`src/sv/abb_pkg.sv`:
```
package abb_pkg;

  // Configuration register map, indexed by paddr[2].
  localparam int unsigned ADDR_W = 3;
  localparam logic [0:0] REG_IMAGE_WIDTH  = 1'b0;
  localparam logic [0:0] REG_IMAGE_HEIGHT = 1'b1;

  localparam int unsigned DIM_REG_W   = 13;
  localparam int unsigned OFFSET_W    = 12;
  localparam int unsigned SIZE_W      = 13;
  localparam int unsigned ALPHA_SHIFT = 24;
  localparam int unsigned PIXEL_W     = 32;

  // Output bus widths: all fields but the flag, padded to whole bytes.
  localparam int unsigned RESULT_W    = 2 * OFFSET_W + 2 * SIZE_W;
  localparam int unsigned OUT_TDATA_W = ((RESULT_W + 7) / 8) * 8;

  typedef struct packed {
    logic                advance;  // stage 1 item moves into the edge tracker
    logic                opaque;   // its alpha byte is nonzero
    logic                last;     // it is the final pixel of the frame
  } abb_ctl_t;

  typedef struct packed {
    logic                all_clear;
    logic [SIZE_W-1:0]   crop_height;
    logic [SIZE_W-1:0]   crop_width;
    logic [OFFSET_W-1:0] offset_y;
    logic [OFFSET_W-1:0] offset_x;
  } abb_result_t;

endpackage

```
`src/sv/alpha_bounding_box.sv`:
```
// Finds the bounding box of the pixels with nonzero alpha in a raster-order
// ARGB frame and reports it as a crop offset and size, one result per frame.
// One pixel is taken every cycle unless intake stalls; the result for a frame
// passes through an input register and the result register once its last
// pixel is accepted. Pixel intake stalls only when the last pixel of a frame
// is held and the previous result has not been taken. The frame size comes
// from image_width and image_height; 0 acts as 1 and values above MAX_DIM
// act as MAX_DIM. A frame with no opaque pixel reports offset 0,0, size 1x1
// and all_clear set. Sizes may be changed between pixels and act at once.
module alpha_bounding_box #(
  parameter int unsigned MAX_DIM = 4096
) (
  input  logic        clk,
  input  logic        rst,

  input  logic        s_tvalid,
  output logic        s_tready,
  input  logic [31:0] s_tdata,   // pixel[31:0]

  output logic        m_tvalid,
  input  logic        m_tready,
  // offset_x[11:0], offset_y[23:12], crop_width[36:24], crop_height[49:37], zero pad
  output logic [55:0] m_tdata,
  output logic        m_tuser,   // all_clear

  input  logic        psel,
  input  logic        penable,
  input  logic        pwrite,
  input  logic [abb_pkg::ADDR_W-1:0] paddr,
  input  logic [31:0] pwdata,
  output logic [31:0] prdata,
  output logic        pready
);
  import abb_pkg::*;

  localparam int unsigned CW = (MAX_DIM > 1) ? $clog2(MAX_DIM) : 1;
  localparam logic [CW-1:0] DIM_LIMIT = CW'(MAX_DIM - 1);

  logic [DIM_REG_W-1:0] image_width;
  logic [DIM_REG_W-1:0] image_height;
  logic [CW-1:0]        last_col;
  logic [CW-1:0]        last_row;

  logic [CW-1:0]        column_count;
  logic [CW-1:0]        row_count;
  logic                 row_end;
  logic                 frame_end;

  logic                 s1_valid;
  logic                 s1_opaque;
  logic                 s1_last;
  logic [CW-1:0]        s1_x;
  logic [CW-1:0]        s1_y;
  logic                 s1_move;
  logic                 in_take;

  abb_ctl_t             ext_ctl;
  abb_result_t          ext_result;
  abb_result_t          out_result;

  // Configuration port.
  assign pready = 1'b1;

  always_ff @(posedge clk) begin
    if (rst) begin
      image_width  <= DIM_REG_W'(1);
      image_height <= DIM_REG_W'(1);
    end else if (psel && penable && pwrite) begin
      unique case (paddr[2:2])
        REG_IMAGE_WIDTH:  image_width  <= pwdata[DIM_REG_W-1:0];
        REG_IMAGE_HEIGHT: image_height <= pwdata[DIM_REG_W-1:0];
        default: ;
      endcase
    end
  end

  always_comb begin
    unique case (paddr[2:2])
      REG_IMAGE_WIDTH:  prdata = 32'(image_width);
      REG_IMAGE_HEIGHT: prdata = 32'(image_height);
      default:          prdata = '0;
    endcase
  end

  // Last column and row index after clamping the programmed size.
  always_comb begin
    if (image_width == '0)
      last_col = '0;
    else if (32'(image_width) > 32'(MAX_DIM))
      last_col = DIM_LIMIT;
    else
      last_col = CW'(image_width - DIM_REG_W'(1));

    if (image_height == '0)
      last_row = '0;
    else if (32'(image_height) > 32'(MAX_DIM))
      last_row = DIM_LIMIT;
    else
      last_row = CW'(image_height - DIM_REG_W'(1));
  end

  // A stage 1 item that ends a frame may move on only when the result
  // register is free or being emptied.
  assign s1_move  = s1_valid && (!s1_last || !m_tvalid || m_tready);
  assign s_tready = !s1_valid || s1_move;
  assign in_take  = s_tvalid && s_tready;

  assign row_end   = column_count >= last_col;
  assign frame_end = row_end && (row_count >= last_row);

  always_ff @(posedge clk) begin
    if (rst) begin
      column_count <= '0;
      row_count    <= '0;
    end else if (in_take) begin
      if (row_end) begin
        column_count <= '0;
        if (frame_end) row_count <= '0;
        else           row_count <= row_count + CW'(1);
      end else begin
        column_count <= column_count + CW'(1);
      end
    end
  end

  always_ff @(posedge clk) begin
    if (rst) begin
      s1_valid <= 1'b0;
    end else if (in_take) begin
      s1_valid <= 1'b1;
    end else if (s1_move) begin
      s1_valid <= 1'b0;
    end
  end

  always_ff @(posedge clk) begin
    if (in_take) begin
      s1_opaque <= s_tdata[PIXEL_W-1:ALPHA_SHIFT] != '0;
      s1_last   <= frame_end;
      s1_x      <= column_count;
      s1_y      <= row_count;
    end
  end

  assign ext_ctl.advance = s1_move;
  assign ext_ctl.opaque  = s1_opaque;
  assign ext_ctl.last    = s1_last;

  abb_extent #(
    .CW(CW)
  ) u_extent (
    .clk    (clk),
    .rst    (rst),
    .ctl    (ext_ctl),
    .x      (s1_x),
    .y      (s1_y),
    .result (ext_result)
  );

  // Result register.
  always_ff @(posedge clk) begin
    if (rst) begin
      m_tvalid <= 1'b0;
    end else if (s1_move && s1_last) begin
      m_tvalid <= 1'b1;
    end else if (m_tready) begin
      m_tvalid <= 1'b0;
    end
  end

  always_ff @(posedge clk) begin
    if (s1_move && s1_last) out_result <= ext_result;
  end

  assign m_tdata = OUT_TDATA_W'({out_result.crop_height, out_result.crop_width,
                                 out_result.offset_y, out_result.offset_x});
  assign m_tuser = out_result.all_clear;

endmodule

```
`src/sv/abb_extent.sv`:
```
module abb_extent #(
  parameter int unsigned CW = 12
) (
  input  logic                 clk,
  input  logic                 rst,
  input  abb_pkg::abb_ctl_t    ctl,
  input  logic [CW-1:0]        x,
  input  logic [CW-1:0]        y,
  output abb_pkg::abb_result_t result
);
  import abb_pkg::*;

  logic [CW-1:0] left_edge;
  logic [CW-1:0] right_edge;
  logic [CW-1:0] top_edge;
  logic [CW-1:0] bottom_edge;
  logic          opaque_seen;

  logic [CW-1:0] left_edge_next;
  logic [CW-1:0] right_edge_next;
  logic [CW-1:0] top_edge_next;
  logic [CW-1:0] bottom_edge_next;
  logic          opaque_seen_next;

  logic [31:0]   left_ext;
  logic [31:0]   top_ext;
  logic [31:0]   span_x;
  logic [31:0]   span_y;

  always_comb begin
    left_edge_next   = left_edge;
    right_edge_next  = right_edge;
    top_edge_next    = top_edge;
    bottom_edge_next = bottom_edge;
    opaque_seen_next = opaque_seen;
    if (ctl.opaque) begin
      if (!opaque_seen) begin
        left_edge_next   = x;
        right_edge_next  = x;
        top_edge_next    = y;
        bottom_edge_next = y;
        opaque_seen_next = 1'b1;
      end else begin
        if (x < left_edge)   left_edge_next   = x;
        if (x > right_edge)  right_edge_next  = x;
        if (y < top_edge)    top_edge_next    = y;
        if (y > bottom_edge) bottom_edge_next = y;
      end
    end
  end

  // With nothing opaque the edges are all zero, so the spans come out as 1.
  always_comb begin
    left_ext = 32'(left_edge_next);
    top_ext  = 32'(top_edge_next);
    span_x   = 32'(right_edge_next) - left_ext + 32'd1;
    span_y   = 32'(bottom_edge_next) - top_ext + 32'd1;
    result.offset_x    = left_ext[OFFSET_W-1:0];
    result.offset_y    = top_ext[OFFSET_W-1:0];
    result.crop_width  = span_x[SIZE_W-1:0];
    result.crop_height = span_y[SIZE_W-1:0];
    result.all_clear   = !opaque_seen_next;
  end

  always_ff @(posedge clk) begin
    if (rst) begin
      left_edge   <= '0;
      right_edge  <= '0;
      top_edge    <= '0;
      bottom_edge <= '0;
      opaque_seen <= 1'b0;
    end else if (ctl.advance) begin
      if (ctl.last) begin
        left_edge   <= '0;
        right_edge  <= '0;
        top_edge    <= '0;
        bottom_edge <= '0;
        opaque_seen <= 1'b0;
      end else begin
        left_edge   <= left_edge_next;
        right_edge  <= right_edge_next;
        top_edge    <= top_edge_next;
        bottom_edge <= bottom_edge_next;
        opaque_seen <= opaque_seen_next;
      end
    end
  end

endmodule
```
`config.mk`:
```
export PLATFORM = sky130hd
export DESIGN_NAME = alpha_bounding_box
export DESIGN_NICKNAME = d
export VERILOG_FILES = /design/src/sv/abb_pkg.sv /design/src/sv/alpha_bounding_box.sv /design/src/sv/abb_extent.sv
export SDC_FILE = /design/constraint.sdc
export NUM_CORES = 1
export LEC_CHECK = 0
export ABC_AREA = 1
export BUFFER_PORTS_ARGS = -buffer_cell sky130_fd_sc_hd__buf_2
export CAP_MARGIN = 40
export CORE_UTILIZATION = 53
export DETAILED_ROUTE_END_ITERATION = 8
export GPL_TIMING_DRIVEN = 1
export PLACE_DENSITY = 0.78
export SYNTH_ARGS = -nofsm -noshare
export SYNTH_HDL_FRONTEND = slang
export SYNTH_SLANG_ARGS = --single-unit
```
`constraint.sdc`:
```
create_clock -name clk -period 3.45 [get_ports clk]
set_input_delay 0.345 -clock clk [delete_from_list [all_inputs] [get_ports clk]]
set_output_delay 0.345 -clock clk [all_outputs]
set_load 0.02 [all_outputs]
```
==> results by group <==
Worst hold path
  • Min-Delay Path Class: input port to register
  • Launch point of the worst hold path: pwdata[0]
  • WHS Path Cells: 3
  • Hold Path End: image_width[0]$_SDFFE_PP1P_

Synthesis
  • Most common cell in the netlist: nand2_1
  • Syn. warnings: 0
  • Post-synth EDFFs: 77
  • Mapped cell area: 11500 sq um
  • Top post-synthesis cells by count: 263 x nand2_1, 181 x inv_1, 125 x nand3_1
  • Register area share after synthesis: 0.375
  • Synth area leaders: edfxtp_1 20%, dfxtp_1 18%, ha_1 13%, nand2_1 8.5%, inv_1 5.9%
  • Yosys top cell area share: 0.200
  • Dominant synthesized flop cell: dfxtp_1
  • #FFs+latches synth: 178
  • Yosys cell types: 48
  • Area leader, netlist: edfxtp_1
  • Syn Area/Cell: 8.16 sq um
  • Syn Inst Count: 1415
  • Synth async-reset ratio: 0

Clocking
  • Post-CTS Hold Buffers: 0
  • Clock sinks: 178
  • Clk_lat worst skew: 0.44 ns
  • Cts bufs inserted: 17
  • CTS tree: yes
  • H-Tree Depth: 4
  • Clk pin slew, worst setup/hold paths: 0.07 ns
  • CTS max path bufs: 2
  • CTS root buffer: clkbuf_16

STA
  • Worst Skew: 0.0154 ns
  • RSZ-0062 raised after global routing: true
  • Final setup fails: 12
  • Worst Max-Slew Pin Slew: 0.826 ns
  • Fin crit share: 1.10
  • Max Clk Rate: 0.263 GHz
  • Smallest setup slack after layout: -0.351 ns
  • Relative slew margins: 0.449
  • Period minus WS final: 3.80 ns
  • Final Hold Viols: 0
  • Slew Viols, Final: 0
  • Hold_ws: 0.169 ns

Worst setup path
  • Crit path kind: register to register
  • Crit-path max FO: 4
  • Reg2Reg Setup Slack: -0.35 ns
  • Nature of the critical path startpoint: register
  • Reg2reg end: m_tdata[33]$_DFFE_PP_
  • Worst Reg2Reg Path Length in Cells: 20
  • Worst setup EP type: register
  • CP Launch Point: s1_x[9]$_DFFE_PP_
  • Critical Path RT: 3.64 ns
  • Worst r2r src: s1_x[9]$_DFFE_PP_
  • Crit path DAT: 3.99 ns

Final layout
  • Fraction of layout cells with a size suffix above 1: 0.280
  • Sequential Area: 4330 sq um
  • Fillers: 1569
  • Layout Nets: 1760
  • Area Growth Syn to Fin: 23.9%
  • Ant. Diodes: 0
  • Area occupied by multi-input gates: 7120 sq um

Detailed routing
  • Starting DRT DRC Count: 975
  • DRT Pass-1 Iters: 6
  • Post-route ant nets: 0
  • WL final: 30.4 mm
  • Detail Route met3 WL: 2.04 mm
  • Met1 WL: 12.6 mm
  • DRC: 0
  • Via Count: 10400
  • Top Metal Used: met4
  • Drt wl/cell: 16.4 um
  • Vias per inst: 5.62
  • Wire length on met2: 14.6 mm

Place
  • Dpl ws: -0.194 ns
  • Gpl congestion: 0.916
  • Dpl hpwl: 19.2 mm
  • Port Buffers: 94

Global routing
  • Final global-route overflow total: 0
  • First-pass GRT wire length: 42.6 mm
  • Initial antenna violation count: 0
  • All-layer global routing usage: 0.239
  • Largest net degree at the start of global routing: 61
  • Number of global-route vias before repair: 9089

Pwr
  • Peak supply drop: 0.345 mV
  • PD cells: 428 nW/um^2
  • Leak: 6.04 nW

Floorplanning
  • Chip height: 150 um
  • # rows: 53
  • Initial Util: 0.544
  • Die Wd: 150 um
  • Ports: 166
  • Core ar.: 21200 sq um
  • Die Area: 22400 sq um

Status
  • Failing checks: setup timing
  • Outcome: complete, but fails checks

Run
  • Max_cap viols: 0
[flip-flops by register name (all words and copies together), names as in the netlist]
name / count
m_tuser: 1
s1_y: 12
u_extent.left_edge: 12
image_width: 13
s1_valid: 1
column_count: 12
s1_last: 1
image_height: 13
u_extent.top_edge: 12
u_extent.bottom_edge: 12
m_tdata: 50
u_extent.opaque_seen: 1
m_tvalid: 1
row_count: 12
s1_opaque: 1
s1_x: 12
u_extent.right_edge: 12
[per-layer routing]
layer,vias up,global-route usage
li1,4949,-
met1,4816,0.309
met2,539,0.408
met3,114,0.0296
met4,0,0.0821
met5,-,0
[power by group]
group	total [W]	switching, W	internal [W]
Sequential	0.00240	0.0000664	0.00234
Combinational	0.00179	0.00103	0.000759
Clock	0.00194	0.000833	0.00111
Total	0.00613	0.00193	0.00420
[cell families (layout without fill, tap and decap cells)]
kind of cell,after synthesis,after routing,synth area share
compound gates,222,222,0.106
xor+xnor,40,40,0.0303
fa+ha+maj,119,119,0.130
buf+inv,261,401,0.102
flops,178,178,0.375
other cells,2,26,0.000650
simple gates,593,594,0.256
[timing repair]
item | 4_1_cts | 5_1_grt
resized for setup | 44 | 123
hold endpoints to repair | 0 | 0
pin swaps | 30 | 51
setup buffers | 6 | 19
endpoints found under the setup margin | 11 | 40
gates cloned | 1 | 0
[how the worst max path moves through the flow]
| stage | end | depth (start not counted) | slack [ns] |
|---|---|---|---|
| 4_1_cts | m_tdata[33]$_DFFE_PP_ | 21 | -0.06 |
| 3_3_place_gp | m_tdata[47]$_DFFE_PP_ | 17 | -0.07 |
| 6_report | m_tdata[33]$_DFFE_PP_ | 20 | -0.35 |
| 5_1_grt | m_tdata[48]$_DFFE_PP_ | 19 | -0.44 |
| 3_5_place_dp | m_tdata[34]$_DFFE_PP_ | 19 | -0.19 |
| 2_1_floorplan | m_tdata[33]$_DFFE_PP_ | 20 | 0.02 |
[layout make-up]
class	count	share of cell area
clock buffers	24	0.0330
inverters	191	0.0503
multi-input cells	1001	0.498
repair buffers	178	0.0849
flip-flops and latches	178	0.303
clock inverters	8	0.00726
well taps	275	0.0241
[worst max-delay path, stage by stage, from the launching register on]
cell and delay, ns:
edfxtp_1 0.53, ha_4 0.34, a21oi_1 0.07, o21ai_0 0.21, nor2_1 0.08, nand2_1 0.09
nand2_2 0.12, nand2_4 0.13, nand2_2 0.07, and2_4 0.15, ha_4 0.27, inv_2 0.05
ha_4 0.16, fa_2 0.37, nand3_2 0.10, nand2_2 0.06, a21o_1 0.22, a21oi_2 0.19
nor2_1 0.09, nor2_1 0.15, xor2_1 0.10
[cell usage in the layout, fill, tap and decap left out, types with 7 or more instances in the layout]
cell type  count
buf_6          8
xor2_1        28
buf_2         94
nand2_2       40
nor2_2        10
ha_4          46
buf_4         70
dfxtp_1      101
nor2_1        61
and2_4         8
nand2_4       26
a21oi_1       99
inv_1        174
nor3_1        13
a21oi_2       24
o21ai_0       64
o21ai_1        7
nor3_2         7
conb_1        26
ha_1          69
and2_1        14
nand3_2       23
xnor2_1       10
clkbuf_16     17
nand4_1       15
inv_2         16
nand2_1      236
nand3_1      118
edfxtp_1      77
[through the flow]
stage | cells | TNS, ns | power [W] | utilization | area, sq um
after floorplan | 1439 | 0 | 0.00337 | - | 11600
after global placement | 1796 | -0.239 | 0.00368 | 0.589 | 12500
after detailed placement | 1797 | -0.770 | 0.00374 | 0.591 | 12500
after CTS | 1836 | -0.0795 | 0.00575 | 0.632 | 13400
after global routing | 1855 | -3.29 | 0.00637 | 0.674 | 14300
final | 1855 | -1.94 | 0.00613 | 0.674 | 14300
No activity file was read; power rests on OpenSTA's default activity.
